[src/hdl/sbcp_pkg.sv]
// Shared types and constants for the sphere/box collision push-out pipeline.
// No dependencies.
`default_nettype none
package sbcp_pkg;

    localparam int unsigned CW   = 16;   // coordinate width, Q7.8
    localparam int unsigned RW   = 12;   // radius width, Q4.8
    localparam int unsigned MW   = 12;   // axis offset magnitude on a hit
    localparam int unsigned SQW  = 20;   // distance width, Q.16
    localparam int unsigned VW   = 40;   // sqrt operand width
    localparam int unsigned REMW = 22;   // sqrt remainder width
    localparam int unsigned NW   = 33;   // divider numerator width
    localparam int unsigned DSW  = 32;   // shifted divisor width
    localparam int unsigned QW   = 12;   // push magnitude width

    localparam int unsigned PREP_STAGES  = 3;
    localparam int unsigned SQRT_STAGES  = 20;
    localparam int unsigned SCALE_STAGES = 2;
    localparam int unsigned DIV_STAGES   = 12;

    typedef struct packed {
        logic [2:0][CW-1:0] ctr;     // sphere center
        logic               hit;
        logic               push_en; // hit with nonzero distance
        logic [2:0]         dpos;    // offset to closest point is positive
        logic [2:0][MW-1:0] mag;     // |offset|
        logic [RW-1:0]      rad;
    } t_side;

endpackage
`default_nettype wire

[src/hdl/sbcp_div_stage.sv]
// One quotient bit of the three restoring dividers sharing a divisor.
// Depends on sbcp_pkg.
`default_nettype none
module sbcp_div_stage (
    input  wire                              i_clk,
    input  wire                              i_en,
    input  wire  sbcp_pkg::t_side            i_side,
    input  wire  [2:0][sbcp_pkg::NW-1:0]     i_num,
    input  wire  [sbcp_pkg::DSW-1:0]         i_den,
    input  wire  [2:0][sbcp_pkg::QW-1:0]     i_q,
    output sbcp_pkg::t_side                  o_side,
    output logic [2:0][sbcp_pkg::NW-1:0]     o_num,
    output logic [sbcp_pkg::DSW-1:0]         o_den,
    output logic [2:0][sbcp_pkg::QW-1:0]     o_q
);
    sbcp_pkg::t_side                  r_side;
    logic [2:0][sbcp_pkg::NW-1:0]     r_num, n_num;
    logic [sbcp_pkg::DSW-1:0]         r_den;
    logic [2:0][sbcp_pkg::QW-1:0]     r_q, n_q;

    always_comb begin
        for (int i = 0; i < 3; i++) begin
            if (i_num[i] >= sbcp_pkg::NW'(i_den)) begin
                n_num[i] = i_num[i] - sbcp_pkg::NW'(i_den);
                n_q[i]   = {i_q[i][sbcp_pkg::QW-2:0], 1'b1};
            end else begin
                n_num[i] = i_num[i];
                n_q[i]   = {i_q[i][sbcp_pkg::QW-2:0], 1'b0};
            end
        end
    end

    always_ff @(posedge i_clk) begin
        if (i_en) begin
            r_side <= i_side;
            r_num  <= n_num;
            r_den  <= i_den >> 1;
            r_q    <= n_q;
        end
    end

    assign o_side = r_side;
    assign o_num  = r_num;
    assign o_den  = r_den;
    assign o_q    = r_q;
endmodule
`default_nettype wire

[config.mk]
export PLATFORM = sky130hd
export DESIGN_NAME = sbcp_div_stage
export DESIGN_NICKNAME = d
export VERILOG_FILES = /design/src/hdl/sbcp_pkg.sv /design/src/hdl/sbcp_div_stage.sv
export SDC_FILE = /design/constraint.sdc
export NUM_CORES = 1
export LEC_CHECK = 0
export BUFFER_PORTS_ARGS = -buffer_cell sky130_fd_sc_hd__buf_2
export CAP_MARGIN = 20
export CORE_ASPECT_RATIO = 1.2
export CORE_MARGIN = 2
export CORE_UTILIZATION = 30
export DETAILED_ROUTE_END_ITERATION = 10
export SYNTH_ARGS = -nofsm -noshare
export SYNTH_HDL_FRONTEND = slang
export SYNTH_SLANG_ARGS = --single-unit
[constraint.sdc]
create_clock -name i_clk -period 5.3 [get_ports i_clk]
set_clock_uncertainty 0.15 [all_clocks]
set_input_delay 1.06 -clock i_clk [delete_from_list [all_inputs] [get_ports i_clk]]
set_output_delay 1.06 -clock i_clk [all_outputs]
set_load 0.02 [all_outputs]
==> metrics.txt <==
num rows=87; max cap viols=0; GRT Residual Overflow=0; slowest stage delay, CP=0.62 ns; critical path capture point type=register; synth warn=0; post-synthesis adder-cell area fraction=0.0886; Synth Area in XOR/XNOR=0.0437; core area=46900 sq um; Finish-stage setup viols=0; TritonCTS clock tree=done; postcts setup bufs=0; synthesized area per cell=11.9 sq um; FILL cells=4576; clk slew on worst S/H paths=0.06 ns; # clock sinks=267; initial antenna violation count=17; Post-synth EDFFs=267; Die X=203 um; crit-path leading delay family=compound AO/OA/AOI/OAI gates; htree depth=2; nets=2122; setup TNS=0 ns; crit share post-route=0.832; GR Util All Layers=0.217; Worst EP arrival=4.55 ns; Initial Util=0.303; largest net degree at the start of global routing=120; mux contribution to synthesized area=0.0250; DRC=0; die area=49200 sq um; RSZ-0062 raised after global routing=false; chip height=243 um; Synth Area in Compound Gates=0.157; Unique masters post-synth=70; Avg Vias per Cell=4.95; Wirelength per Cell=22.8 um; fmax=0.227 GHz; VDD IR-drop max=205 uV; Mapped Cells=1197; dominant combinational cell family by area after synthesis=compound AO/OA/AOI/OAI gates; Top Ports=538; fraction of registers with async set or reset after synthesis=0; vias in the first global route=12.0k; CTS Root Cell=clkbuf_16; Final Hold Vio Count=0; Synth-to-Final Area Change=32.5%; Detail Route Antenna Nets=0; Tightest Pin Transition=1.04 ns; Post-Synth Simple-Gate Area=0.0964; sequential area share after synthesis=0.563; Worst EP required=5.44 ns; slew margin rel.=0.306; total number of vias=11.9k; max-slew violation count=0; final WL=54900 um; CTS buffer count=34; crit path max fanout=5; most frequent cells in the layout=buf_2 (532), edfxtp_1 (267), o21ai_0 (110), nand2_1 (106), ha_1 (96); Mapped Nets=1566; top_reg_cell synth=edfxtp_1; DR iter-0 viols=592; layout cells sized above 1=0.359; post-route minimum period=4.41 ns; Crit Path Category=input pin to register; crit-path cells=buf_2 > ha_1 > fa_1 > nor2b_1 > o2111ai_1 > a2111oi_0 > buf_4 > o31ai_1 > a31oi_1 > a31o_2 > nand4_1 > a21oi_1 > mux2_2; hold buffers post-CTS=0; PwrDens=353 nW/um^2; gpl congestion=0.906; drt pass-1 iters=5; most common cell after layout, fill and taps aside=buf_2; first-pass GRT wire length=78300 um; Synth Register Bits=267; mapped cell area=14200 sq um; CP Launch Type=input pin; clk buf depth=3; Worst Hold Class=input pin to register; WP buf/inv=2; Static Leak=8.17 nW; number of port buffers=533; critical path's slowest cell=a2111oi_0; Final Hold Slack=0.541 ns; CTS-repair resized insts=0; status=completed; DP Wirelength=44900 um
final timing paths:
path / from / to / slack [ns] / cells after the start
hold / removal: i_side[86] / o_side[86]$_DFFE_PP_ / 0.54 / 1
setup / recovery: i_den[0] / o_num[65]$_DFFE_PP_ / 0.89 / 13
cells in the mapped netlist, types with 3 or more instances:
master | count | area share
edfxtp_1 | 267 | 0.56
o21ai_0 | 110 | 0.039
nand2_1 | 106 | 0.028
ha_1 | 96 | 0.084
a21oi_1 | 88 | 0.031
inv_1 | 60 | 0.016
nor2_1 | 46 | 0.012
a21o_1 | 42 | 0.022
xnor2_1 | 42 | 0.026
xor2_1 | 29 | 0.018
mux2_2 | 25 | 0.020
nor3_1 | 25 | 0.0088
nand3_1 | 18 | 0.0063
o21bai_1 | 18 | 0.0095
clkbuf_1 | 17 | 0.0045
o21a_1 | 17 | 0.0090
nand4_1 | 16 | 0.0070
nor2b_1 | 16 | 0.0070
o31ai_1 | 15 | 0.0079
nand2b_1 | 13 | 0.0057
and3_1 | 11 | 0.0048
a31oi_1 | 9 | 0.0040
buf_2 | 9 | 0.0032
a211oi_1 | 8 | 0.0042
and2_1 | 8 | 0.0035
or3_1 | 7 | 0.0031
nand3b_1 | 5 | 0.0026
or2_2 | 5 | 0.0022
a2111oi_0 | 4 | 0.0025
mux2i_1 | 4 | 0.0028
o21ai_1 | 4 | 0.0014
o31a_1 | 4 | 0.0025
fa_1 | 3 | 0.0042
mux2_1 | 3 | 0.0024
nand4b_1 | 3 | 0.0018
o41ai_1 | 3 | 0.0018
registers in the layout, summed over array words and instances, names as in the netlist:
register and flops:
o_side 101, o_num 99, o_q 36, o_den 31
report_power, final:
part	switching, W	leakage (nW)	internal [W]
clock	0.000934	0.531	0.00143
combinational	0.00103	5.03	0.000584
sequential	0.0000640	2.61	0.00261
metal layers:
layer  GRT usage  part of all wire  up-vias
li1            -                 -     5638
met1       0.256              0.39     5723
met2       0.377              0.49      463
met3      0.0759             0.099       64
met4      0.0517             0.018       12
met5           0            0.0015        -
final cells by class:
cell class	count	area, sq um	share of cell area
sequential	267	8020	0.425
clock buffer	40	873	0.0463
timing repair buffer	549	2850	0.151
multi-input combinational	840	5850	0.310
clock inverter	19	243	0.0129
antenna	7	17.5	0.000929
inverter	61	229	0.0121
tap	623	779	0.0413
cell families (layout without fill, tap and decap cells):
kind of cell | count (synthesis) | in the layout
compound gates | 352 | 352
simple gates | 285 | 285
flops | 267 | 267
fa+ha+maj | 99 | 99
buf+inv | 90 | 669
xor+xnor | 71 | 71
mux | 32 | 32
other cells | 1 | 8
through the flow:
| step | setup WS [ns] | instance area [sq um] | util | instances | total power [W] |
|---|---|---|---|---|---|
| after floorplan | 1.25 | 14200 | - | 1197 | 0.00368 |
| after CTS | 0.934 | 18800 | 0.402 | 2399 | 0.00674 |
| final | 0.891 | 18900 | 0.402 | 2406 | 0.00665 |
| after global routing | 0.804 | 18800 | 0.402 | 2401 | 0.00694 |
| after detailed placement | 0.360 | 17700 | 0.378 | 2340 | 0.00434 |
| after global placement | 0.430 | 17700 | 0.378 | 2340 | 0.00433 |
No activity file was read; power rests on OpenSTA's default activity.
