### src/hdl/sbcp_pkg.sv
// Shared types and constants for the sphere/box collision push-out pipeline.
// No dependencies.
`default_nettype none
package sbcp_pkg;

    localparam int unsigned CW   = 16;   // coordinate width, Q7.8
    localparam int unsigned RW   = 12;   // radius width, Q4.8
    localparam int unsigned MW   = 12;   // axis offset magnitude on a hit
    localparam int unsigned SQW  = 20;   // distance width, Q.16
    localparam int unsigned VW   = 40;   // sqrt operand width
    localparam int unsigned REMW = 22;   // sqrt remainder width
    localparam int unsigned NW   = 33;   // divider numerator width
    localparam int unsigned DSW  = 32;   // shifted divisor width
    localparam int unsigned QW   = 12;   // push magnitude width

    localparam int unsigned PREP_STAGES  = 3;
    localparam int unsigned SQRT_STAGES  = 20;
    localparam int unsigned SCALE_STAGES = 2;
    localparam int unsigned DIV_STAGES   = 12;

    typedef struct packed {
        logic [2:0][CW-1:0] ctr;     // sphere center
        logic               hit;
        logic               push_en; // hit with nonzero distance
        logic [2:0]         dpos;    // offset to closest point is positive
        logic [2:0][MW-1:0] mag;     // |offset|
        logic [RW-1:0]      rad;
    } t_side;

endpackage
`default_nettype wire

### src/hdl/sbcp_scale.sv
// Overlap times offset magnitude, then numerator and divisor setup.
// Two register stages. Depends on sbcp_pkg.
`default_nettype none
module sbcp_scale (
    input  wire                              i_clk,
    input  wire                              i_en,
    input  wire  sbcp_pkg::t_side            i_side,
    input  wire  [sbcp_pkg::SQW-1:0]         i_dist,
    output sbcp_pkg::t_side                  o_side,
    output logic [2:0][sbcp_pkg::NW-1:0]     o_num,
    output logic [sbcp_pkg::DSW-1:0]         o_den
);
    sbcp_pkg::t_side          r_side1, r_side2;
    logic [2:0][31:0]         r_prod;
    logic [sbcp_pkg::SQW-1:0] r_dist;
    logic [2:0][sbcp_pkg::NW-1:0] r_num;
    logic [sbcp_pkg::DSW-1:0] r_den;
    logic [sbcp_pkg::SQW-1:0] over;

    assign over = {i_side.rad, 8'h00} - i_dist;

    always_ff @(posedge i_clk) begin
        if (i_en) begin
            r_side1 <= i_side;
            r_dist  <= i_dist;
            for (int i = 0; i < 3; i++) begin
                r_prod[i] <= 32'(over) * 32'(i_side.mag[i]);
                r_num[i]  <= sbcp_pkg::NW'(r_prod[i]) + sbcp_pkg::NW'(r_dist);
            end
            r_side2 <= r_side1;
            r_den   <= {r_dist, 12'h000};
        end
    end

    assign o_side = r_side2;
    assign o_num  = r_num;
    assign o_den  = r_den;
endmodule
`default_nettype wire

### config.mk
export PLATFORM = sky130hd
export DESIGN_NAME = sbcp_scale
export DESIGN_NICKNAME = d
export VERILOG_FILES = /design/src/hdl/sbcp_pkg.sv /design/src/hdl/sbcp_scale.sv
export SDC_FILE = /design/constraint.sdc
export NUM_CORES = 2
export LEC_CHECK = 0
export ABC_CLOCK_PERIOD_IN_PS = 21800
export BUFFER_PORTS_ARGS = -buffer_cell sky130_fd_sc_hd__buf_2
export CORE_AREA = 2 2 233 292
export DETAILED_ROUTE_END_ITERATION = 12
export DIE_AREA = 0 0 235 294
export PLACE_DENSITY = 0.85
export SLEW_MARGIN = 25
export SYNTH_ARGS = -nofsm -noshare
export SYNTH_HDL_FRONTEND = slang
export SYNTH_SLANG_ARGS = --single-unit
### constraint.sdc
create_clock -name i_clk -period 21.8 [get_ports i_clk]
set_input_delay 2.18 -clock i_clk [delete_from_list [all_inputs] [get_ports i_clk]]
set_output_delay 2.18 -clock i_clk [all_outputs]
set_load 0.005 [all_outputs]
==> metrics.txt <==
Die Ht=294 um; Most used DFF post-synth=edfxtp_1; origin of the worst setup path=i_dist[0]; crit end category=flip-flop; CP startpoint kind=input port; most frequent CP cell=fa_1; Mapped Cells=3,720; sinks on the clock net=437; PortBufs=342; ys async rst share=0; Post-Synth Simple-Gate Area=0.128; Setup violations, final=0; Worst slew margin=0.289; critical path peak fanout=36; Slew @ Worst Pin=1060 ps; flops & latches, synth=437; largest family of logic cells by synthesized area=adder cells; Seq/Total Area, Yosys=0.328; Mean Syn Cell Area=10.8 um^2; post-DR vias/cell=5.77; Final Slew Violations=0; reg2reg start=r_dist[3]$_DFFE_PP_; largest net degree at the start of global routing=164; CP required=22,140 ps; final hold violation count=0; adder-cell area share of the yosys netlist=0.360; area leader, netlist=edfxtp_1; TritonRoute pass-1 iters=6; Starting DRT DRC Count=2,272; Die Span X=235 um; path depth of the worst reg2reg path=9; CP arrival=9430 ps; # diodes=0; area grow syn2layout=9.88%; first-pass GRT wire length=157,000 um; initial antenna violation count=3; Post-DRT Antenna Nets=0; worst reg2reg endpoint=o_num[25]$_DFFE_PP_; Overflow after GRT=0; proportion of synthesized area in mux cells=0.00106; clk root buf=clkbuf_16; share of layout cells above drive strength 1=0.119; EDFF count, synth=437; Fill cells=4,839; Warnings, synthesis=0; maxcap violations=0; Setup Buffers After CTS=0; Nets=4,926; Initial Util=0.603; GPL Wtd Cong=0.917; vias in the first global route=29,800; Setup TNS Final=0 ps; reg2reg setup slack=18,090 ps; area of the multi-input gates=24,000 um^2; crit share post-route=0.417; clock tree buffer depth=3; CTS Buf Count=45; post-synth top area share=0.328; DR WL/cell=20.3 um; DR vias=28,200; Core ar.=66,400 um^2; Period minus WS final=9090 ps; FF/Latch Area=13,100 um^2; status=finished clean; slowest CP cell=fa_1; die area=69,100 um^2; clk_skew=18.0 ps; XOR/XNOR share of the synthesized area=0.0387; Synth Area in Compound Gates=0.0679; CTS resizes=0; CP max stage delay=560 ps; CTS tree=yes; top achievable clock speed=110 MHz; HP Class=flip-flop to flip-flop; remaining design rule violation count=0; critical path class=input port to flip-flop; cell area after synthesis=40,000 um^2; # rows=106; RSZ-0062 raised after global routing=no; routed wire length=98,800 um; Detailed Place HPWL=72,400 um; CTS Hold Buffers Added=0; H-tree level count=2; Reg clk slew, reported paths=70 ps; GRT Total Usage=0.292; clk_lat worst skew=590 ps; ranking of synthesized cells by area=edfxtp_1 (33%), fa_1 (27%), ha_1 (8.8%); post-synth cell types=81; CP endpoint=r_prod[94]$_DFFE_PP_; # IOs=355
through the flow:
stage	hold WS, ps	instance area, um^2	instances	util	worst slack (ps)
global placement	401	42500	4794	0.639	12220
floorplan	400	40100	3731	-	12610
CTS	414	44000	4876	0.662	12720
finish	416	44000	4877	0.662	12710
detailed placement	405	42500	4794	0.639	12080
global route	422	44000	4877	0.662	12250
final cells by class:
cell class,instances,area share
Clock buffer,55,0.0269
Timing Repair Buffer,367,0.0440
Multi-Input combinational cell,2495,0.545
Clock inverter,27,0.00700
Tap cell,864,0.0246
Inverter,632,0.0539
Sequential cell,437,0.298
synthesized netlist by cell type, types with 5 or more instances:
library cell and number:
xnor2_1 121, xor2_1 51, nand4_1 27, a21oi_1 133
o21bai_1 9, nor2_1 88, buf_2 9, o21ai_0 74
nand2b_1 12, nand2_1 520, edfxtp_1 437, a211oi_1 14
and3_1 17, ha_1 282, a31oi_1 9, and2_1 249
buf_4 13, nand3_1 38, a21o_1 94, inv_1 632
nor3_1 24, o21a_1 14, or2_2 6, nor3b_1 8
or3_1 5, fa_1 543, o211ai_1 6, o21ai_1 5
clkbuf_1 142, nor2b_1 49
worst max-delay path, delay by kind of cell:
family / cells / cell delay [ps]
adders and majority gates: 7 / 3120
AOI/OAI and AO/OA: 11 / 2300
buffers and inverters: 6 / 850
and+or+nand+nor: 3 / 750
xor gates and xnor gates: 2 / 210
metal layers:
layer / track usage / share of wire / vias up
li1: - / - / 12400
met1: 0.345 / 0.36 / 14000
met2: 0.521 / 0.51 / 1319
met3: 0.0462 / 0.074 / 370
met4: 0.140 / 0.056 / 2
met5: 0 / 0.00013 / -
state kept, by name, indices dropped and copies added (netlist names):
signal   cells
r_prod      96
o_den       20
r_dist      20
o_num       99
o_side     101
r_side1    101
placed cells by master, fill, tap and decap left out, drive strengths merged, types with 5 or more instances in the layout:
cell,netlist,layout
inv,632,636
fa,543,543
nand2,520,520
edfxtp,437,437
buf,25,367
ha,282,282
and2,249,249
a21oi,135,135
xnor2,123,123
a21o,94,94
nor2,89,89
o21ai,79,79
clkbuf,142,55
xor2,51,51
nor2b,49,49
nand3,38,38
nand4,27,27
nor3,24,24
and3,17,17
o21a,14,14
a211oi,14,14
clkinv,0,14
nand2b,12,12
conb,1,12
o21bai,9,9
a31oi,9,9
nor3b,9,9
a2111oi,8,8
o211ai,7,7
or2,6,6
or3,5,5
bufinv,0,5
nor4,5,5
o41ai,5,5
worst min-delay path by stage:
stage / depth (start not counted) / from / endpoint / slack (ps)
after floorplan: 0 / r_side1[0]$_DFFE_PP_ / o_side[0]$_DFFE_PP_ / 400
after global placement: 0 / r_side1[37]$_DFFE_PP_ / o_side[37]$_DFFE_PP_ / 400
after detailed placement: 0 / r_side1[24]$_DFFE_PP_ / o_side[24]$_DFFE_PP_ / 400
after CTS: 0 / r_side1[89]$_DFFE_PP_ / o_side[89]$_DFFE_PP_ / 410
after global routing: 0 / r_side1[59]$_DFFE_PP_ / o_side[59]$_DFFE_PP_ / 420
final: 0 / r_side1[29]$_DFFE_PP_ / o_side[29]$_DFFE_PP_ / 420
logic make-up (layout without fill, tap and decap cells):
logic type	count (synthesis)	in the layout
AO/OA/AOI/OAI	416	416
XOR/XNOR	174	174
adder cells (fa/ha/maj)	825	825
buffers and inverters	799	1081
flip-flops	437	437
multiplexers	3	3
other	1	12
AND/OR/NAND/NOR	1065	1065
Power is not shown: default switching activity piles up to over one toggle a cycle in this logic, so the estimate is an artifact.
