File: src/hdl/sbcp_pkg.sv
// Shared types and constants for the sphere/box collision push-out pipeline.
// No dependencies.
`default_nettype none
package sbcp_pkg;

    localparam int unsigned CW   = 16;   // coordinate width, Q7.8
    localparam int unsigned RW   = 12;   // radius width, Q4.8
    localparam int unsigned MW   = 12;   // axis offset magnitude on a hit
    localparam int unsigned SQW  = 20;   // distance width, Q.16
    localparam int unsigned VW   = 40;   // sqrt operand width
    localparam int unsigned REMW = 22;   // sqrt remainder width
    localparam int unsigned NW   = 33;   // divider numerator width
    localparam int unsigned DSW  = 32;   // shifted divisor width
    localparam int unsigned QW   = 12;   // push magnitude width

    localparam int unsigned PREP_STAGES  = 3;
    localparam int unsigned SQRT_STAGES  = 20;
    localparam int unsigned SCALE_STAGES = 2;
    localparam int unsigned DIV_STAGES   = 12;

    typedef struct packed {
        logic [2:0][CW-1:0] ctr;     // sphere center
        logic               hit;
        logic               push_en; // hit with nonzero distance
        logic [2:0]         dpos;    // offset to closest point is positive
        logic [2:0][MW-1:0] mag;     // |offset|
        logic [RW-1:0]      rad;
    } t_side;

endpackage
`default_nettype wire

File: src/hdl/sbcp_prep.sv
// Front end: clamp, per-axis offsets, squares, squared distance and hit test.
// Three register stages. Depends on sbcp_pkg.
`default_nettype none
module sbcp_prep (
    input  wire                              i_clk,
    input  wire                              i_en,
    input  wire  [2:0][sbcp_pkg::CW-1:0]     i_ctr,
    input  wire  [2:0][sbcp_pkg::CW-1:0]     i_lo,
    input  wire  [2:0][sbcp_pkg::CW-1:0]     i_hi,
    input  wire  [sbcp_pkg::RW-1:0]          i_rad,
    output sbcp_pkg::t_side                  o_side,
    output logic [sbcp_pkg::VW-1:0]          o_v
);
    logic [2:0][sbcp_pkg::CW-1:0] r_ctr1, r_ctr2;
    logic [2:0][16:0]             r_d, n_d;
    logic [sbcp_pkg::RW-1:0]      r_rad1;
    logic [2:0][31:0]             r_sq, n_sq;
    logic [23:0]                  r_rr;
    logic [2:0]                   r_dpos, n_dpos;
    logic [2:0][sbcp_pkg::MW-1:0] r_mag, n_mag;
    logic [sbcp_pkg::RW-1:0]      r_rad2;
    sbcp_pkg::t_side              r_side, n_side;
    logic [sbcp_pkg::VW-1:0]      r_v;
    logic [33:0]                  d2;

    always_comb begin
        logic signed [15:0] c, lo, hi, t, cl;
        logic signed [16:0] dv;
        logic [16:0]        ad;
        for (int i = 0; i < 3; i++) begin
            c  = $signed(i_ctr[i]);
            lo = $signed(i_lo[i]);
            hi = $signed(i_hi[i]);
            t  = (c < hi) ? c : hi;
            cl = (lo > t) ? lo : t;
            n_d[i] = 17'($signed({cl[15], cl}) - $signed({c[15], c}));
            dv = $signed(r_d[i]);
            ad = dv[16] ? 17'(-dv) : 17'(dv);
            n_sq[i] = 32'(ad) * 32'(ad);
            n_mag[i] = ad[sbcp_pkg::MW-1:0];
            n_dpos[i] = !dv[16] && (dv != 17'sd0);
        end
        d2 = 34'(r_sq[0]) + 34'(r_sq[1]) + 34'(r_sq[2]);
        n_side.ctr     = r_ctr2;
        n_side.hit     = d2 < 34'(r_rr);
        n_side.push_en = (d2 < 34'(r_rr)) && (d2 != 34'd0);
        n_side.dpos    = r_dpos;
        n_side.mag     = r_mag;
        n_side.rad     = r_rad2;
    end

    always_ff @(posedge i_clk) begin
        if (i_en) begin
            r_ctr1 <= i_ctr;
            r_d    <= n_d;
            r_rad1 <= i_rad;
            r_ctr2 <= r_ctr1;
            r_sq   <= n_sq;
            r_rr   <= 24'(r_rad1) * 24'(r_rad1);
            r_dpos <= n_dpos;
            r_mag  <= n_mag;
            r_rad2 <= r_rad1;
            r_side <= n_side;
            r_v    <= {d2[23:0], 16'h0000};
        end
    end

    assign o_side = r_side;
    assign o_v    = r_v;
endmodule
`default_nettype wire

File: config.mk
export PLATFORM = sky130hd
export DESIGN_NAME = sbcp_prep
export DESIGN_NICKNAME = d
export VERILOG_FILES = /design/src/hdl/sbcp_pkg.sv /design/src/hdl/sbcp_prep.sv
export SDC_FILE = /design/constraint.sdc
export NUM_CORES = 2
export LEC_CHECK = 0
export BUFFER_PORTS_ARGS = -buffer_cell sky130_fd_sc_hd__buf_2
export CAP_MARGIN = 20
export CORE_UTILIZATION = 45
export CTS_BUF_LIST = sky130_fd_sc_hd__clkbuf_16
export DETAILED_ROUTE_END_ITERATION = 6
export GPL_TIMING_DRIVEN = 0
export PLACE_DENSITY = 0.69
export SLEW_MARGIN = 10
export SYNTH_ARGS = -nofsm -noshare
export SYNTH_HDL_FRONTEND = slang
export SYNTH_SLANG_ARGS = --single-unit
File: constraint.sdc
create_clock -name i_clk -period 24.8 [get_ports i_clk]
set_clock_uncertainty 0.1 [all_clocks]
set_input_delay 3.72 -clock i_clk [delete_from_list [all_inputs] [get_ports i_clk]]
set_output_delay 3.72 -clock i_clk [all_outputs]
set_load 0.02 [all_outputs]
==> results_dict.tcl <==
set metrics [dict create \
    synth_edf_count 447 \
    cts_tree "yes" \
    fmax_mhz 88.6 \
    cpMostUsedCell "o21ai_0" \
    synthCells 4729 \
    path_clk_slew_ps 70 \
    cts_root_buffer "clkbuf_16" \
    cp-end-kind "flop" \
    grt_pass1_wl_um 177000 \
    gp_congestion 0.931 \
    route.vias.total 33200 \
    antennaDiodeCount 0 \
    htree_num_levels 2 \
    dr_wl_met2_um 50300 \
    met3_length_um 7590 \
    die_x_um 334 \
    run_status "complete, no violations" \
    post-route-drc-count 0 \
    yosysMostFrequentCell "inv_1" \
    yosysUniqueCellTypes 83 \
    syn_avg_cell_area_um2 10.5 \
    met1_length_um 48200 \
    clock-sinks 447 \
    ctsHoldBuffers 0 \
    antenna_found_initial 1 \
    highest_layer "met4" \
    row_count 121 \
    maxSlewHeadroom_pct 21.5 \
    rsz0062_at_grt "false" \
    area_delta_synth_final_pct 10.9 \
    synth_seq_area_share_pct 27.1 \
    crit_fanout 10 \
    synth.top_cell.area_share_pct 27.8 \
    min_period_ps 11290 \
    hold_class "flop to flop" \
    cp_slowest_cell "a31oi_1" \
    place_area_mm2 0.0530 \
    fillers 9919 \
    yosysTopAreaCell "fa_1" \
    period_share_pct 45.5 \
    critPathLaunchType "primary input" \
    synth_area_mm2 0.0495 \
    gr-total-overflow 0 \
    cts_made_buffers 56 \
    die-area_mm2 0.111 \
    die_y_um 334 \
    ios 299 \
    ys_ff_latch 447 \
    crit_type "primary input to flop" \
    viasPerCell 5.05 \
    async_flop_share_pct 0 \
    synth.area.top_cells "fa_1, edfxtp_1, ha_1, inv_1, xnor2_1" \
    final_area_mm2 0.0549 \
    worst_pin_slew_ps 1170 \
    timing.setup.tns_ps 0 \
    slowest_delay_ps 800 \
    clkLatencyLatePin_ps 670 \
    ys.flop_type "edfxtp_1" \
    drt_iter0_markers 1860 \
    cap_violations 0 \
    final_max_slew_viol_count 0 \
    synth_commonest_cells "inv_1, fa_1, ha_1" \
    firstDrtPassIters 5 \
    ys_warn_count 0 \
    grt_pass1_vias 34400 \
    worstPathRequired_ps 25220 \
    track_usage_pct 20.0 \
    cts.path.max_buffers 3 \
    io_buffer_count 282 \
    wl_um 108000 \
    nNetsFinal 6514 \
    coreArea_mm2 0.109 \
    cts_resized 0 \
    start_util_pct 45.4 \
    ant_nets 0 \
    setup_viol 0 \
    worstPathArrival_ps 11720 \
    dpl.hpwl_um 88800 \
    drive_above_1_share_pct 8.49 \
    wl_per_cell_um 16.4 \
    grt_max_degree 111 \
    post_cts_buffers 0 \
    final_hold_viol_count 0 \
]
## kinds of logic after synthesis
family	Yosys count	share of synthesized area, %
and+or+nand+nor	959	8.93
muxes	85	1.73
buffers and inverters	1237	9.51
adders and majority gates	1230	41.5
DFF	447	27.1
AOI/OAI and AO/OA	543	7.19
xor gates and xnor gates	226	4.01
other	2	0.0152
## final timing paths
path / from / endpoint / slack [ps] / depth (start not counted)
worst max-delay path: i_ctr[17] / r_d[32]$_DFFE_PP_ / 13510 / 34
worst min-delay path: n_side[88]$_DFFE_PP_ / o_side[88]$_DFFE_PP_ / 310 / 0
worst max register to register: r_d[0]$_DFFE_PP_ / r_sq[31]$_DFFE_PP_ / 14100 / 29
worst min register to register: n_side[88]$_DFFE_PP_ / o_side[88]$_DFFE_PP_ / 310 / 0
## critical path, delay by kind of cell
| family | cells | cell delay (ps) |
|---|---|---|
| fa+ha+maj | 3 | 850 |
| buf+inv | 3 | 1250 |
| mux | 2 | 510 |
| simple gates | 8 | 1230 |
| compound gates | 18 | 4150 |
## through the flow
stage | setup WS (ps) | hold WS [ps] | cells | util [%]
floorplan | 14470 | 300 | 4779 | -
global placement | 13000 | 301 | 6475 | 48.5
detailed placement | 12970 | 305 | 6481 | 48.6
CTS | 13630 | 307 | 6585 | 50.4
global route | 13010 | 312 | 6586 | 50.4
finish | 13510 | 307 | 6586 | 50.4
## placed cells by master, fill, tap and decap left out, types with 9 or more instances in the layout
| master | n |
|---|---|
| and3_1 | 26 |
| clkinv_1 | 18 |
| edfxtp_1 | 447 |
| nor3_1 | 49 |
| conb_1 | 52 |
| ha_1 | 543 |
| a21oi_1 | 170 |
| nand2b_1 | 34 |
| and2_1 | 57 |
| mux2i_1 | 81 |
| o21a_1 | 29 |
| a211oi_1 | 23 |
| nor2_1 | 284 |
| clkinv_2 | 10 |
| nand3_1 | 43 |
| o21ai_0 | 86 |
| nor4_1 | 9 |
| o31ai_1 | 15 |
| buf_2 | 286 |
| nand2_1 | 334 |
| clkbuf_1 | 68 |
| or3_1 | 27 |
| nand4_1 | 18 |
| a21o_1 | 86 |
| a31oi_1 | 13 |
| o21bai_1 | 26 |
| nor2b_1 | 35 |
| xor2_1 | 74 |
| fa_1 | 687 |
| inv_1 | 1137 |
| xnor2_1 | 151 |
| clkbuf_16 | 58 |
| buf_4 | 17 |
## metal layers
layer | track usage (%) | up-vias
met3 | 4.28 | 136
met5 | 0 | -
met1 | 27.3 | 16400
met4 | 4.65 | 0
li1 | - | 15900
met2 | 32.4 | 819
## flip-flops by register name (all words and copies together) (netlist names)
signal	cells
r_rad2	11
r_sq	93
r_ctr1	48
r_rad1	12
r_dpos	3
r_rr	23
o_side	101
n_side	81
o_v	24
r_d	51
## area by class of cell
| class | count | area [um^2] | share of cell area [%] |
|---|---|---|---|
| well taps | 1414 | 1770 | 3.22 |
| multi-input cells | 3095 | 31600 | 57.5 |
| clock buffers | 58 | 1450 | 2.64 |
| inverters | 1148 | 4310 | 7.85 |
| plain buffers | 89 | 400 | 0.729 |
| clock inverters | 46 | 435 | 0.793 |
| flip-flops and latches | 447 | 13400 | 24.4 |
| repair buffers | 289 | 1550 | 2.82 |
Power is left out: the tool's default activity adds up to more than one toggle a clock period on the data nets, which glitch-free logic cannot reach.
