`config.mk`:
```
export PLATFORM = sky130hd
export DESIGN_NAME = sbcp_sqrt_stage
export DESIGN_NICKNAME = d
export VERILOG_FILES = /design/src/hdl/sbcp_pkg.sv /design/src/hdl/sbcp_sqrt_stage.sv
export SDC_FILE = /design/constraint.sdc
export NUM_CORES = 1
export LEC_CHECK = 0
export BUFFER_PORTS_ARGS = -buffer_cell sky130_fd_sc_hd__buf_2
export CAP_MARGIN = 20
export CORE_MARGIN = 2
export CORE_UTILIZATION = 25
export CTS_BUF_LIST = sky130_fd_sc_hd__clkbuf_8
export CTS_CLUSTER_SIZE = 25
export DETAILED_ROUTE_END_ITERATION = 8
export PLACE_DENSITY = 0.47
export SETUP_SLACK_MARGIN = 0.05
export SYNTH_ARGS = -nofsm -noshare
export SYNTH_HDL_FRONTEND = slang
export SYNTH_SLANG_ARGS = --single-unit
```
`constraint.sdc`:
```
create_clock -name i_clk -period 3.1 [get_ports i_clk]
set_input_delay 0.155 -clock i_clk [delete_from_list [all_inputs] [get_ports i_clk]]
set_output_delay 0.155 -clock i_clk [all_outputs]
set_load 0.01 [all_outputs]
```
`src/hdl/sbcp_pkg.sv`:
```
// Shared types and constants for the sphere/box collision push-out pipeline.
// No dependencies.
`default_nettype none
package sbcp_pkg;

    localparam int unsigned CW   = 16;   // coordinate width, Q7.8
    localparam int unsigned RW   = 12;   // radius width, Q4.8
    localparam int unsigned MW   = 12;   // axis offset magnitude on a hit
    localparam int unsigned SQW  = 20;   // distance width, Q.16
    localparam int unsigned VW   = 40;   // sqrt operand width
    localparam int unsigned REMW = 22;   // sqrt remainder width
    localparam int unsigned NW   = 33;   // divider numerator width
    localparam int unsigned DSW  = 32;   // shifted divisor width
    localparam int unsigned QW   = 12;   // push magnitude width

    localparam int unsigned PREP_STAGES  = 3;
    localparam int unsigned SQRT_STAGES  = 20;
    localparam int unsigned SCALE_STAGES = 2;
    localparam int unsigned DIV_STAGES   = 12;

    typedef struct packed {
        logic [2:0][CW-1:0] ctr;     // sphere center
        logic               hit;
        logic               push_en; // hit with nonzero distance
        logic [2:0]         dpos;    // offset to closest point is positive
        logic [2:0][MW-1:0] mag;     // |offset|
        logic [RW-1:0]      rad;
    } t_side;

endpackage
`default_nettype wire

```
`src/hdl/sbcp_sqrt_stage.sv`:
```
// One bit of the pipelined integer square root (two operand bits per stage).
// Depends on sbcp_pkg.
`default_nettype none
module sbcp_sqrt_stage (
    input  wire                           i_clk,
    input  wire                           i_en,
    input  wire  sbcp_pkg::t_side         i_side,
    input  wire  [sbcp_pkg::VW-1:0]       i_v,
    input  wire  [sbcp_pkg::REMW-1:0]     i_rem,
    input  wire  [sbcp_pkg::SQW-1:0]      i_root,
    output sbcp_pkg::t_side               o_side,
    output logic [sbcp_pkg::VW-1:0]       o_v,
    output logic [sbcp_pkg::REMW-1:0]     o_rem,
    output logic [sbcp_pkg::SQW-1:0]      o_root
);
    sbcp_pkg::t_side              r_side;
    logic [sbcp_pkg::VW-1:0]      r_v;
    logic [sbcp_pkg::REMW-1:0]    r_rem, n_rem;
    logic [sbcp_pkg::SQW-1:0]     r_root, n_root;
    logic [sbcp_pkg::REMW:0]      rsh, trial;

    always_comb begin
        rsh   = {i_rem[sbcp_pkg::REMW-2:0], i_v[sbcp_pkg::VW-1 -: 2]};
        trial = {1'b0, i_root, 2'b01};
        if (rsh >= trial) begin
            n_rem  = sbcp_pkg::REMW'(rsh - trial);
            n_root = {i_root[sbcp_pkg::SQW-2:0], 1'b1};
        end else begin
            n_rem  = sbcp_pkg::REMW'(rsh);
            n_root = {i_root[sbcp_pkg::SQW-2:0], 1'b0};
        end
    end

    always_ff @(posedge i_clk) begin
        if (i_en) begin
            r_side <= i_side;
            r_v    <= {i_v[sbcp_pkg::VW-3:0], 2'b00};
            r_rem  <= n_rem;
            r_root <= n_root;
        end
    end

    assign o_side = r_side;
    assign o_v    = r_v;
    assign o_rem  = r_rem;
    assign o_root = r_root;
endmodule
`default_nettype wire

```
==> impl_metrics.yaml, run 1 <==
run_status:
  status: "finished, final reports clean"
placed_design:
  place_ws_ns: 0.368
  hpwl_um: 17900
  dp.cells: 1176
  numPortBuffers: 364
  dpl_cell_area_mm2: 0.00946
  place_congestion: 0.799
cells_and_area:
  fin_util_pct: 40.7
  fill_cells: 2727
  drive_gt1_share_pct: 43.2
  fin_area_mm2: 0.0116
  final_nets: 1189
  stdcell_count: 1383
  area_growth_syn_to_layout_pct: 61.3
worst_hold_path:
  hp-class: "input pin to register"
worst_setup_path:
  crit_arrival_ns: 2.99
  worst-path-max-fanout: 17
  end_kind: "register"
  critPathRequiredTime_ns: 3.31
  crit_type: "input pin to register"
  start_kind: "input pin"
route:
  viasPerCell: 4.19
  wl_per_cell_um: 17.5
  vias: 5793
  antenna_left: 0
  first_pass_iters: 4
  drc: 0
  routed_wl_um: 24200
  first_iter_violations: 312
timing:
  fin_tns_setup_ns: 0
  fin_crit_sh_pct: 89.7
  setup_viol: 0
  slew_headroom_pct: 48.1
  fmax_ghz: 0.360
  finalHoldViolCount: 0
  slew_viol_final: 0
  setup_ws_ns: 0.319
  fin_crit_ns: 2.78
  rsz0062_at_grt: "no"
  hold-worst-slack_ns: 0.0377
  tightest_slew_ns: 0.778
yosys:
  syn_avg_cell_area_um2: 16.6
  yosys.area_share.adder_pct: 3.83
  synth_compound_area_share_pct: 8.07
  yosysWarnings: 0
  synth_seq_cells: 181
  synthArstFlopShare_pct: 0
  synth_xor_area_share_pct: 1.71
  synth_cells: 432
  synth_cell_types: 60
  yosys.area_share.simple_pct: 5.84
  synth_top_family_by_area: "compound AO/OA/AOI/OAI gates"
  synth-edff-count: 181
  synthFlopType: "edfxtp_1"
  post_synth_mux_area_share_pct: 2.07
  syn_area_mm2: 0.00718
  ys_seq_area_share_pct: 75.7
die:
  ios: 368
  coreArea_mm2: 0.0285
  initial_core_util_pct: 25.2
  die_w_um: 173
  fp.dieH_um: 173
  placementRows: 62
  die_area_mm2: 0.0301
cts:
  clk_path_buf_depth: 2
  clk_pin_slew_ns: 0.09
  cts_tree: "yes"
  cts-buffers-inserted: 17
  ctsResizeCount: 0
  ctsHtreeMaxLevel: 4
  cts_root_buffer: "clkbuf_8"
  clock-sinks: 181
global_route:
  overflow: 0
  grt_usage_pct: 16.1
  grt_max_degree: 91
  grt_pass1_wl_um: 35900
  antenna_found_initial: 4
  grt_pass1_vias: 5933
pwr:
  power.total_mw: 5.70
  peakVddDrop_v: 0.000214
  power.density_mw_per_mm2: 492
  p_leak_nw: 4.88
job:
  max_cap_violations: 0
[state kept, by name, indices dropped and copies added, names as in the netlist]
name,cells
o_rem,22
o_root,20
o_side,101
o_v,38
[critical path: stages]
cell,delay (ns)
dlygate4sd3_1,0.52
buf_2,0.11
inv_1,0.04
ha_1,0.44
nand3_1,0.14
or2_1,0.28
or4b_4,0.53
nand3_2,0.17
nor2_4,0.10
inv_8,0.15
mux2_2,0.35
[placed cells by master (no fill, tap or decap), types with 2 or more instances in the layout]
master         instances
buf_2                363
dlygate4sd3_1        171
o21ba_2                2
nor2_1                19
clkinv_8               2
a21o_1                 4
a21oi_1               23
o211ai_1               7
a311oi_1               2
nand4_1                5
a211oi_1               2
inv_8                  3
o31a_1                 2
o21a_1                 5
edfxtp_1             181
conb_1                 2
ha_1                  22
a31oi_1                2
o21ai_0               17
nand3_1               14
mux2_2                 7
xnor2_1               10
mux2_4                 4
inv_1                 23
diode_2                4
xor2_1                 4
buf_4                  9
o31ai_1                3
nand2_1               18
nor2b_1                2
inv_6                  6
and3_1                 2
nor3_1                 8
nand3_2                2
clkbuf_8              18
[layer usage]
layer	part of all wire (%)	global-route usage [%]
met4	2.3	5.51
met3	6.4	4.91
met2	53	29.4
met1	39	17.8
met5	0	0
[Yosys cell counts, types with 2 or more instances]
| cell type | number | share of area (%) |
|---|---|---|
| nor2_1 | 19 | 0.99 |
| nand2_1 | 18 | 0.94 |
| a21o_1 | 4 | 0.42 |
| a21oi_1 | 23 | 1.6 |
| nor2b_1 | 2 | 0.17 |
| a311oi_1 | 2 | 0.24 |
| xor2_1 | 4 | 0.49 |
| nand4_1 | 5 | 0.44 |
| mux2_4 | 4 | 0.84 |
| a211oi_1 | 2 | 0.21 |
| inv_1 | 23 | 1.2 |
| buf_2 | 7 | 0.49 |
| nor3_1 | 8 | 0.56 |
| nand3_1 | 14 | 0.98 |
| xnor2_1 | 10 | 1.2 |
| and3_1 | 2 | 0.17 |
| ha_1 | 22 | 3.8 |
| mux2_2 | 7 | 1.1 |
| o31ai_1 | 3 | 0.31 |
| o21a_1 | 5 | 0.52 |
| o31a_1 | 2 | 0.24 |
| o21ai_0 | 17 | 1.2 |
| nand3_2 | 2 | 0.28 |
| a31oi_1 | 2 | 0.17 |
| buf_4 | 3 | 0.31 |
| o211ai_1 | 7 | 0.73 |
| edfxtp_1 | 181 | 76 |
| o21ba_2 | 2 | 0.28 |
[worst paths after layout]
check / start / endpoint / slack (ns) / depth (start not counted)
setup / recovery: i_root[14] / o_rem[4] / 0.32 / 11
hold / removal: i_rem[18] / o_rem[20] / 0.04 / 3
[final cells by class]
type | count | area [µm²] | area share (%)
antenna | 4 | 10.0 | 0.0864
multi-input combinational | 214 | 1550 | 13.4
tap | 384 | 480 | 4.15
clock inverter | 15 | 163 | 1.40
sequential | 181 | 5440 | 46.9
clock buffer | 17 | 234 | 2.02
timing repair buffer | 544 | 3610 | 31.2
inverter | 24 | 97.6 | 0.843
[logic make-up (layout without fill, tap and decap cells)]
| family | count (synthesis) | after routing |
|---|---|---|
| AO/OA/AOI/OAI | 83 | 83 |
| XOR/XNOR | 14 | 14 |
| adder cells (fa/ha/maj) | 22 | 22 |
| buffers and inverters | 38 | 600 |
| flip-flops | 181 | 181 |
| multiplexers | 12 | 12 |
| other | 1 | 6 |
| AND/OR/NAND/NOR | 81 | 81 |
[repair_timing]
item                      in CTS  in global routing
hold buffers                 171                  0
hold endpoints to repair     171                  0
setup buffers                  0                  0
[power by group]
part | total [mW] | switching (mW) | leakage [nW] | internal (mW)
registers | 2.99 | 0.0488 | 1.77 | 2.94
clock network | 1.61 | 0.940 | 0.199 | 0.672
logic | 1.10 | 0.576 | 2.91 | 0.522
total | 5.70 | 1.56 | 4.88 | 4.13
Power figures use the tool's default switching activity.
==> run 2, diff against run 1 <==
--- a/config.mk
+++ b/config.mk
@@ -5,9 +5,10 @@
 export SDC_FILE = /design/constraint.sdc
 export NUM_CORES = 1
 export LEC_CHECK = 0
+export ABC_CLOCK_PERIOD_IN_PS = 3100
 export BUFFER_PORTS_ARGS = -buffer_cell sky130_fd_sc_hd__buf_2
 export CAP_MARGIN = 20
-export CORE_MARGIN = 2
+export CORE_MARGIN = 5
 export CORE_UTILIZATION = 25
 export CTS_BUF_LIST = sky130_fd_sc_hd__clkbuf_8
 export CTS_CLUSTER_SIZE = 25
==> run 2 against run 1 <==
Compared with the run above: clock power shrank 4%; critical path depth did not move; global-route usage decreased by 0.62 points; combinational power about the same; maximum frequency is 2.1% lower; core utilization down 0.18 points; non-clock buffer count is the same; count of clock-buffer cells in the layout stayed put; sequential share of layout area rose by 0.076 points; die area up 7.0%.
==> impl_metrics.yaml, run 2 (synthesis gave the netlist of run 1 again) <==
worst_hold_path:
  hp-class: "input pin to register"
  hold_start: "i_v[38]"
  holdPathEnd: "o_rem[0]"
  whs_path_depth: 2
global_route:
  antenna_found_initial: 0
  grt_usage_pct: 15.5
  grt_max_degree: 77
  overflow: 0
  grt_pass1_vias: 6204
  grt_pass1_wl_um: 38400
die:
  die_area_mm2: 0.0322
  fp.dieH_um: 179
  die_w_um: 179
  ios: 368
  placementRows: 62
  coreArea_mm2: 0.0285
  initial_core_util_pct: 25.1
timing:
  fin_crit_ns: 2.84
  rsz0062_at_grt: "no"
  setup_ws_ns: 0.260
  hold-worst-slack_ns: 0.0670
  fin_tns_setup_ns: 0
  fmax_ghz: 0.352
  setup_viol: 0
  slew_headroom_pct: 50.1
  slew_viol_final: 0
  tightest_slew_ns: 0.741
  finalHoldViolCount: 0
  fin_crit_sh_pct: 91.6
placed_design:
  dpl_cell_area_mm2: 0.00946
  place_ws_ns: 0.363
  hpwl_um: 19000
  place_congestion: 0.848
  numPortBuffers: 364
  dp.cells: 1174
cells_and_area:
  fin_util_pct: 40.5
  stdcell_count: 1378
  antenna_cells: 0
  drive_gt1_share_pct: 43.0
  fin_area_mm2: 0.0116
  layout_common_cells: "363 x buf_2, 181 x edfxtp_1, 173 x dlygate4sd3_1"
  area_growth_syn_to_layout_pct: 61.1
  final_nets: 1189
  largest_reg_flops: 101
  final_common_cell: "buf_2"
job:
  max_cap_violations: 0
worst_setup_path:
  cpMaxStageDelayCell: "or4b_4"
  start_kind: "input pin"
  crit_arrival_ns: 3.04
  end_kind: "register"
  cp_top_family: "simple AND/OR/NAND/NOR gates"
  slowest_delay_ns: 0.54
  path_cells: "dlygate4sd3_1 -> buf_2 -> inv_1 -> ha_1 -> nand3_1 -> or2_1 -> or4b_4 -> nand3_2 -> nor2_4 -> inv_8 -> mux2_2"
  critPathRequiredTime_ns: 3.30
  crit_buf_inv: 4
  worst-path-max-fanout: 17
  crit_type: "input pin to register"
pwr:
  peakVddDrop_v: 0.000179
  clkPwrFrac_pct: 27.3
  power.density_mw_per_mm2: 487
  p_leak_nw: 4.87
  pwr-share-comb_pct: 19.5
  pwr-share-seq_pct: 53.1
  intPower_mw: 4.06
  p_sw_share_pct: 28.0
  p_switching_mw: 1.58
  power.total_mw: 5.63
cts:
  ctsResizeCount: 0
  ctsHtreeMaxLevel: 4
  clk_path_buf_depth: 2
  clk_pin_slew_ns: 0.10
  cts-buffers-inserted: 17
  clock-sinks: 181
  cts_tree: "yes"
  cts_root_buffer: "clkbuf_8"
route:
  first_iter_violations: 237
  wl_per_cell_um: 18.3
  first_pass_iters: 4
  antenna_left: 0
  vias: 5758
  viasPerCell: 4.18
  routed_wl_um: 25200
  drc: 0
run_status:
  status: "finished, final reports clean"
run 2: changes by cell type in the layout (fill, tap and decap cells not counted):
cell           before  now
buf_4               9    6
dlygate4sd3_1     171  173
bufinv_16           1    0
diode_2             4    0
clkinv_4            1    2
clkinv_2            1    0
buf_12              0    1
run 2: layout make-up:
cell class,count,area [µm²]
multi-input combinational,214,1550
timing repair buffer,544,3630
clock inverter,14,136
fill,2763,17000
sequential,181,5440
tap,384,480
clock buffer,17,234
inverter,24,97.6
run 2: power groups by stage:
stage / logic (mW) / clock network, mW / registers [mW]
after floorplan: 0.308 / 0 / 3.18
after global placement: 0.927 / 0 / 3.05
after detailed placement: 0.929 / 0 / 3.05
after CTS: 1.12 / 1.62 / 3.00
after global routing: 1.19 / 1.73 / 3.02
final: 1.10 / 1.54 / 2.99
run 2: layer usage:
metal  vias to the layer above  wire length [µm]  GRT usage (%)
met2                       238             13300           27.9
met5                         -                 0              0
met4                         0               700           5.61
met3                        25              1400           4.35
met1                      2744              9870           17.5
li1                       2751                 -              -
run 2: worst max path at each step:
stage	end	depth (start not counted)	slack (ns)	startpoint
2_1_floorplan	o_rem[11]	11	0.72	i_root[14]
4_1_cts	o_rem[9]	11	0.32	i_root[15]
5_1_grt	o_rem[11]	11	0.14	i_root[14]
3_3_place_gp	o_rem[3]	10	0.39	i_root[15]
6_report	o_rem[9]	11	0.26	i_root[15]
3_5_place_dp	o_rem[5]	10	0.36	i_root[15]
run 2: what timing repair did:
action / CTS / global route
setup buffers: 0 / 0
endpoints found under the hold margin: 173 / 0
hold buffers: 173 / 0
